===== src/mst_pkg.sv =====
// ----------------------------------------------------------------------------
// Multitouch slot tracker package
// Shared types and constants for the contact slot chain.
// ----------------------------------------------------------------------------
package mst_pkg;

  localparam int unsigned IdW    = 64;
  localparam int unsigned NormW  = 16;
  localparam int unsigned PixW   = 12;
  localparam int unsigned EdgeW  = 14;
  localparam int unsigned CfgIdxW = 2;

  localparam logic [PixW-1:0] ScreenWidthRst  = 12'd800;
  localparam logic [PixW-1:0] ScreenHeightRst = 12'd600;

  typedef enum logic [1:0] {
    ACT_DOWN   = 2'd0,
    ACT_UP     = 2'd1,
    ACT_MOTION = 2'd2,
    ACT_QUERY  = 2'd3
  } action_e;

  typedef enum logic [CfgIdxW-1:0] {
    CFG_SCREEN_WIDTH  = 2'd0,
    CFG_SCREEN_HEIGHT = 2'd1
  } cfg_reg_e;

  typedef struct packed {
    action_e                  action;
    logic [IdW-1:0]           id;
    logic [PixW-1:0]          px;
    logic [PixW-1:0]          py;
    logic signed [EdgeW-1:0]  left;
    logic signed [EdgeW-1:0]  top;
    logic signed [EdgeW-1:0]  right;
    logic signed [EdgeW-1:0]  bottom;
    logic                     done;
    logic                     hit;
  } token_t;

endpackage


===== src/mst_cell.sv =====
// ----------------------------------------------------------------------------
// Multitouch slot tracker cell
// Holds one contact slot and applies the passing command token to it.
// ----------------------------------------------------------------------------
module mst_cell
  import mst_pkg::*;
(
  input  logic   clk_i,
  input  logic   rst_ni,
  input  logic   in_vld_i,
  input  token_t in_tok_i,
  output logic   out_vld_o,
  output token_t out_tok_o
);

  logic            slot_vld_q, slot_vld_d;
  logic [IdW-1:0]  slot_id_q, slot_id_d;
  logic [PixW-1:0] slot_px_q, slot_px_d;
  logic [PixW-1:0] slot_py_q, slot_py_d;
  logic            tok_vld_q;
  token_t          tok_q, tok_d;
  logic            act;
  logic            match;
  logic            in_rect;
  logic signed [EdgeW-1:0] sx;
  logic signed [EdgeW-1:0] sy;

  assign sx      = $signed({{(EdgeW-PixW){1'b0}}, slot_px_q});
  assign sy      = $signed({{(EdgeW-PixW){1'b0}}, slot_py_q});
  assign act     = in_vld_i && !in_tok_i.done;
  assign match   = slot_vld_q && (slot_id_q == in_tok_i.id);
  assign in_rect = slot_vld_q && (sx >= in_tok_i.left) && (sx <= in_tok_i.right) &&
                   (sy >= in_tok_i.top) && (sy <= in_tok_i.bottom);

  always_comb begin
    slot_vld_d = slot_vld_q;
    slot_id_d  = slot_id_q;
    slot_px_d  = slot_px_q;
    slot_py_d  = slot_py_q;
    tok_d      = in_tok_i;
    if (act) begin
      case (in_tok_i.action)
        ACT_DOWN: begin
          if (!slot_vld_q) begin
            slot_vld_d = 1'b1;
            slot_id_d  = in_tok_i.id;
            slot_px_d  = in_tok_i.px;
            slot_py_d  = in_tok_i.py;
            tok_d.done = 1'b1;
          end
        end
        ACT_UP: begin
          if (match) begin
            slot_vld_d = 1'b0;
            tok_d.done = 1'b1;
          end
        end
        ACT_MOTION: begin
          if (match) begin
            slot_px_d  = in_tok_i.px;
            slot_py_d  = in_tok_i.py;
            tok_d.done = 1'b1;
          end
        end
        ACT_QUERY: begin
          if (in_rect) begin
            tok_d.hit  = 1'b1;
            tok_d.done = 1'b1;
          end
        end
        default: begin
          tok_d = in_tok_i;
        end
      endcase
    end
  end

  always_ff @(posedge clk_i or negedge rst_ni) begin
    if (!rst_ni) begin
      slot_vld_q <= 1'b0;
      tok_vld_q  <= 1'b0;
    end else begin
      slot_vld_q <= slot_vld_d;
      tok_vld_q  <= in_vld_i;
    end
  end

  always_ff @(posedge clk_i) begin
    slot_id_q <= slot_id_d;
    slot_px_q <= slot_px_d;
    slot_py_q <= slot_py_d;
    tok_q     <= tok_d;
  end

  assign out_vld_o = tok_vld_q;
  assign out_tok_o = tok_q;

endmodule


===== src/multitouch_slot_tracker_top.sv =====
// ----------------------------------------------------------------------------
// Multitouch slot tracker
// Table of touch contact slots handling finger down, up, motion and area query.
// ----------------------------------------------------------------------------
// Each accepted command produces exactly one touching_o result, shown for one
// cycle with strobe_o once the command has passed the launch register and every
// slot cell; the receiver cannot hold a result off and must take it in that
// cycle. busy stays high until the strobe cycle ends, so no new command is
// taken while one is in the chain. The command is scaled to pixels as it is
// accepted and then walks the chain of slot cells, one cell per cycle.
// touching_o is 1 only for a query that finds a contact in the rectangle.
// ----------------------------------------------------------------------------
module multitouch_slot_tracker_top
  import mst_pkg::*;
#(
  parameter int unsigned NUM_SLOTS = 8
) (
  input  logic                     clk_i,
  input  logic                     rst_ni,
  input  logic                     start,
  output logic                     busy,
  input  logic [1:0]               action_i,
  input  logic [IdW-1:0]           contact_id_i,
  input  logic [NormW-1:0]         norm_x_i,
  input  logic [NormW-1:0]         norm_y_i,
  input  logic signed [12:0]       rect_left_i,
  input  logic signed [12:0]       rect_top_i,
  input  logic [PixW-1:0]          rect_width_i,
  input  logic [PixW-1:0]          rect_height_i,
  output logic                     strobe_o,
  output logic                     touching_o,
  input  logic                     cfg_valid_i,
  output logic                     cfg_ready_o,
  input  logic [CfgIdxW-1:0]       cfg_index_i,
  input  logic [PixW-1:0]          cfg_data_i
);

  logic [PixW-1:0]       width_q, width_d;
  logic [PixW-1:0]       height_q, height_d;
  logic                  busy_q, busy_d;
  logic                  accept;
  logic [NormW+PixW-1:0] prod_x;
  logic [NormW+PixW-1:0] prod_y;
  logic signed [EdgeW-1:0] left;
  logic signed [EdgeW-1:0] top;
  token_t                launch_d;
  logic                  chain_vld [NUM_SLOTS+1];
  token_t                chain_tok [NUM_SLOTS+1];

  assign cfg_ready_o = 1'b1;

  always_comb begin
    width_d  = width_q;
    height_d = height_q;
    if (cfg_valid_i) begin
      case (cfg_reg_e'(cfg_index_i))
        CFG_SCREEN_WIDTH:  width_d  = cfg_data_i;
        CFG_SCREEN_HEIGHT: height_d = cfg_data_i;
        default: begin
          width_d  = width_q;
          height_d = height_q;
        end
      endcase
    end
  end

  assign accept = start && !busy_q;
  assign busy_d = busy_q ? !chain_vld[NUM_SLOTS] : accept;

  assign prod_x = norm_x_i * width_q;
  assign prod_y = norm_y_i * height_q;
  assign left   = {rect_left_i[12], rect_left_i};
  assign top    = {rect_top_i[12], rect_top_i};

  always_comb begin
    launch_d.action = action_e'(action_i);
    launch_d.id     = contact_id_i;
    launch_d.px     = prod_x[NormW+PixW-1:NormW];
    launch_d.py     = prod_y[NormW+PixW-1:NormW];
    launch_d.left   = left;
    launch_d.top    = top;
    launch_d.right  = left + $signed({{(EdgeW-PixW){1'b0}}, rect_width_i});
    launch_d.bottom = top + $signed({{(EdgeW-PixW){1'b0}}, rect_height_i});
    launch_d.done   = 1'b0;
    launch_d.hit    = 1'b0;
  end

  always_ff @(posedge clk_i or negedge rst_ni) begin
    if (!rst_ni) begin
      width_q      <= ScreenWidthRst;
      height_q     <= ScreenHeightRst;
      busy_q       <= 1'b0;
      chain_vld[0] <= 1'b0;
    end else begin
      width_q      <= width_d;
      height_q     <= height_d;
      busy_q       <= busy_d;
      chain_vld[0] <= accept;
    end
  end

  always_ff @(posedge clk_i) begin
    if (accept) begin
      chain_tok[0] <= launch_d;
    end
  end

  for (genvar g = 0; g < NUM_SLOTS; g++) begin : g_cell
    mst_cell u_cell (
      .clk_i     (clk_i),
      .rst_ni    (rst_ni),
      .in_vld_i  (chain_vld[g]),
      .in_tok_i  (chain_tok[g]),
      .out_vld_o (chain_vld[g+1]),
      .out_tok_o (chain_tok[g+1])
    );
  end

  assign busy       = busy_q;
  assign strobe_o   = chain_vld[NUM_SLOTS];
  assign touching_o = chain_vld[NUM_SLOTS] && chain_tok[NUM_SLOTS].hit;

endmodule

===== config.mk =====
export PLATFORM = sky130hd
export DESIGN_NAME = multitouch_slot_tracker_top
export DESIGN_NICKNAME = d
export VERILOG_FILES = /design/src/mst_pkg.sv /design/src/mst_cell.sv /design/src/multitouch_slot_tracker_top.sv
export SDC_FILE = /design/constraint.sdc
export NUM_CORES = 2
export LEC_CHECK = 0
export BUFFER_PORTS_ARGS = -buffer_cell sky130_fd_sc_hd__buf_4
export CORE_UTILIZATION = 55
export CTS_CLUSTER_SIZE = 28
export DETAILED_ROUTE_END_ITERATION = 16
export GPL_TIMING_DRIVEN = 0
export PLACE_DENSITY_LB_ADDON = 0.3
export SETUP_SLACK_MARGIN = 0.1
export SYNTH_ARGS = -nofsm -noshare
export SYNTH_HDL_FRONTEND = slang
export SYNTH_SLANG_ARGS = --single-unit

===== constraint.sdc =====
create_clock -name clk_i -period 9.3 [get_ports clk_i]
set_input_delay 1.86 -clock clk_i [delete_from_list [all_inputs] [get_ports clk_i]]
set_output_delay 1.86 -clock clk_i [all_outputs]
set_load 0.01 [all_outputs]

-- Word-level counts from Yosys, hierarchy flattened
Cells that the tools add are included.
- add/sub/neg operators: 2
- multipliers: 2
- $lt $le $gt $ge: 32
- equality and inequality tests: 57
- multiplexer cells: 108
- bitwise operators: 8
- reduce and logical (&&, ||, !) cells: 117
- operators by type and width (operator ; number):
    == test 64 bit ; 8
    2-to-1 mux 12 bit ; 32
    case mux 12 bit (2 select lines) ; 16
    less-or-equal comparator 13 x 14 -> 1 bit ; 16
    >= comparator 13 bit ; 16
    multiplier 16 x 12 -> 28 bit ; 2
    logical AND 1 bit ; 49
    AND reduction 3 bit ; 16
    == test 2 bit (second input constant) ; 16
    2-to-1 mux 1 bit ; 32
    inequality test 2 x 1 -> 1 bit (second input constant) ; 16
    AND reduction 4 bit ; 8
    nonzero test 2 bit ; 16
    adder 13 x 13 -> 14 bit ; 2
    2-to-1 mux 2 bit ; 13
    case mux 1 bit (3 select lines) ; 7
    == test 2 x 1 -> 1 bit (second input constant) ; 9
    zero test 2 bit ; 9
    inequality test 2 bit (second input constant) ; 8
    case mux 1 bit (2 select lines) ; 8
    OR reduction 2 bit ; 7
    zero test 1 bit ; 9
    inverter 1 bit ; 8
    AND reduction 2 bit ; 3
- register bits: 1913
- input port bits: 166
- logic and storage cells: 449

-- Depth between registers and ports, before layout
- depth in word-level cells: 8
- gate-level depth with buffers: 23

-- Cells and area by module
A second synthesis with hierarchy kept.
- cells, all modules: 6012
- area total of the unflattened synthesis: 80760.0 um^2
- modules (own cells, without submodules) (module ; instances ; cells an instance ; area each (um^2) ; seq. area each (um^2)):
    mst_cell ; 8 ; 540 ; 7868.8 ; 5655.4
    multitouch_slot_tracker_top ; 1 ; 1692 ; 17809.6 ; 4983.5

-- Worst setup path after synthesis
Ideal clock, no wire load.
- kind: input to register
- start: input port start
- end: register chain_vld[8] in the netlist's numbering
- library setup time: 0.788 ns
- arrival: 8.117 ns
- required time: 8.512 ns
- slack: 0.396 ns
- stages: 1
- buffers on the path: 0
- path through: nor2b_1
- longest elaborated chain between the ends: 1
- ends and longest elaborated chain (element ; RTL line ; source):
    from (decl) ; multitouch_slot_tracker_top.sv:20 ; input logic start,
    logical AND 1 bit ; multitouch_slot_tracker_top.sv:67 ; assign accept = start && !busy_q;
    to (decl) ; multitouch_slot_tracker_top.sv:47 ; logic chain_vld [NUM_SLOTS+1];
Every way passes these cells.
A chain may end at the register's enable or synchronous reset.

==> run metrics <==
routed length on met1=68,180 µm; final routed DRC violation total=0; clock slew at reported path FFs=0.06 ns; dominant cells by area after synthesis=edfxtp_1 (33%), dfxtp_1 (27%), ha_1 (9.2%), fa_1 (7.4%), inv_1 (4.4%); Max Freq=141.1 MHz; input/output buffers=168; drt first pass iters=7; # setup viols final=0; FILL cells=10.09k; RSZ-0062 raised after global routing=no; hold buffers post-CTS=0; leading area contributor after synthesis=edfxtp_1; pre-CTS WS=1.478 ns; status=finished clean; Critical Path AT=7.60 ns; Setup WS post-layout=2.213 ns; gpl congestion=0.8943; Longest Clk Path Bufs=3; post-cts sizing count=0; Max Cap Viol=0; Yosys Warn Count=0; switch share=0.3033; dpl hpwl=118,000 µm; Max VDD drop=0.3079 mV; I/O pins=170; Skew-Pair Late Insertion Delay=0.80 ns; Avg Inst Size Synth=13.37 µm²; Worst Max-Slew Pin Slew=1.195 ns; root buf cell=clkbuf_16; Met3 Wirelength=6779 µm; Final Cycle Share=0.7621; P_leak=36.69 nW; Yosys reg bits=1,913; Synth top area share=0.3346; Core Area=137,300 µm²; clk_skew=0.04624 ns; via count=41.48k; post-route insts no fill=8,025; H-tree depth=4; drt wl/cell=18.89 µm; post-synthesis sequential area ratio=0.6177; Mapped Cells=5,691; number of synthesized flops with an enable pin=848; Most used DFF post-synth=dfxtp_1; syn nets=6,697; Highest Signal Layer=met5; area grow syn2layout=13.25%; die area=139,800 µm²; clock share of power=0.302; crit end category=flip-flop; max-slew violation count=0; Synth Cell Area=76,090 µm²; ANT nets after route=0; Placed Cells=7,687; required time worst endpoint=9.81 ns; DR iter-0 viols=2,440; WL met2=72,430 µm; sequential power share=0.412; vias per inst=5.168; row cnt=136; DIE WIDTH=374.0 µm; post-synth cell types=82; Worst Hold Class=reg -> reg; pwr/cell area=276.0 nW/µm²; grt ovf=0; Vert. Die Dim=374.0 µm; fin util=0.6276; initial antenna violation count=2; Tmin final=7.087 ns; Final Hold Fails=0; final WL=151,600 µm; CTS sink cnt=1,913; count leader, synth=dfxtp_1; Post-CTS Setup Bufs=0; share of cells above drive strength 1=0.08717; Net Switching=7.214 mW; CP Max Fanout=10; Total GRT Usage=0.2196; Combinational Power Share=0.286; first-pass GRT wire length=238,100 µm; Int Power=16.57 mW; Relative slew margins=0.1825; Setup CP Type=in -> reg; synth cell count leaders=dfxtp_1 (1,023), inv_1 (886), edfxtp_1 (848), ha_1 (560), nand2_1 (338); startpoint types=input pin; largest net degree at the start of global routing=43; CTS tree=yes; Initial Utilization=0.5541; TritonCTS Buffers=178; asr flop ratio synth=0.02196; fin nets=7,079; vias in the first global route=43.17k
critical path, stage by stage:
cell and delay [ns]:
buf_4 0.11, clkbuf_1 0.44, nand2_1 0.17, fa_1 0.59, fa_1 0.45, fa_1 0.55, inv_1 0.05, fa_1 0.49
inv_1 0.05, fa_1 0.49, inv_1 0.05, ha_1 0.31, a211oi_1 0.25, o211ai_1 0.12, o2111ai_1 0.48, o221a_2 0.36
o21ai_2 0.11, o211a_1 0.27, o21a_2 0.21, nor2_2 0.09, xnor2_1 0.07
layer usage:
layer | global-route usage | up-vias
met4 | 0.07206 | 2
met5 | 0 | -
met3 | 0.03508 | 263
met1 | 0.2959 | 20220
met2 | 0.3635 | 961
li1 | - | 20030
power groups by stage:
stage | Sequential (mW) | Combinational (mW) | Clock [mW]
floorplan | 9.81 | 5.13 | 0
global placement | 9.96 | 6.60 | 0
CTS | 9.80 | 6.85 | 7.31
global route | 9.84 | 7.85 | 7.65
detailed placement | 9.98 | 6.79 | 0
finish | 9.79 | 6.80 | 7.19
per-stage QoR:
step,instance area [µm²],hold WS [ns],power (mW),setup TNS [ns]
after floorplan,76090,0.3224,14.94,0
after global placement,79600,0.3304,16.57,-400.73
after detailed placement,80210,0.3329,16.77,0
after CTS,86170,0.3364,23.96,0
after global routing,86180,0.3402,25.34,0
final,86180,0.3378,23.78,0
cell usage in the layout, fill, tap and decap left out, drive strengths merged, types with 48 or more instances in the layout:
| master | count |
|---|---|
| clkinv | 48 |
| dfxtp | 1023 |
| nand2 | 338 |
| o21ai | 96 |
| a21oi | 124 |
| buf | 205 |
| a21o | 81 |
| xor2 | 230 |
| clkbuf | 322 |
| fa | 280 |
| nor4 | 90 |
| nor2b | 54 |
| inv | 896 |
| and2 | 129 |
| edfxtp | 848 |
| nor2 | 96 |
| ha | 560 |
| nand4 | 98 |
| xnor2 | 201 |
logic make-up (layout without fill, tap and decap cells):
kind of cell	count (synthesis)	count (layout)	synth area share
compound gates	576	576	0.05196
xor+xnor	431	431	0.04961
fa+ha+maj	840	840	0.1657
buf+inv	950	1488	0.04693
flops	1913	1913	0.6177
mux	30	30	0.004341
other cells	1	3	0.00004928
simple gates	950	950	0.06367
registers in the layout (all words and copies together) (netlist names):
name	cells
g_cell.u_cell.slot_px_q	96
width_q	12
g_cell.u_cell.out_vld_o	8
g_cell.u_cell.slot_id_q	512
height_q	12
g_cell.u_cell.slot_py_q	96
busy	1
chain_vld	1
g_cell.u_cell.slot_vld_q	8
chain_tok	144
g_cell.u_cell.out_tok_o	1023
area by class of cell:
cell class                      instances  area [µm²]  area share
Tap cell                             1794        2245     0.02605
Clock inverter                         75       867.1     0.01006
Sequential cell                      1913       47000      0.5454
Timing Repair Buffer                  202        1774     0.02059
Antenna cell                            2       5.005  0.00005807
Buffer                                 64       245.2    0.002846
Inverter                              886        3326     0.03859
Clock buffer                          261        5100     0.05918
Multi-Input combinational cell       2828       25610      0.2972
final timing paths:
check                      cells after the start                                     end  slack, ns                                    from
setup / recovery                              21               chain_tok[1264]$_DFFE_PP_       2.21                             norm_x_i[7]
hold / removal                                 0  g_cell[3].u_cell.out_tok_o[63]$_DFF_P_       0.34  g_cell[2].u_cell.out_tok_o[63]$_DFF_P_
setup reg to reg                              21               chain_tok[1264]$_DFFE_PP_       2.54                  width_q[5]$_DFFE_PN1P_
hold reg to reg                                0  g_cell[3].u_cell.out_tok_o[63]$_DFF_P_       0.34  g_cell[2].u_cell.out_tok_o[63]$_DFF_P_
max in group asynchronous                      1    g_cell[5].u_cell.out_vld_o$_DFF_PN0_       7.72                                  rst_ni
min in group asynchronous                      1                  chain_vld[8]$_DFF_PN0_       1.11                                  rst_ni
(Power assumes the default switching activity.)
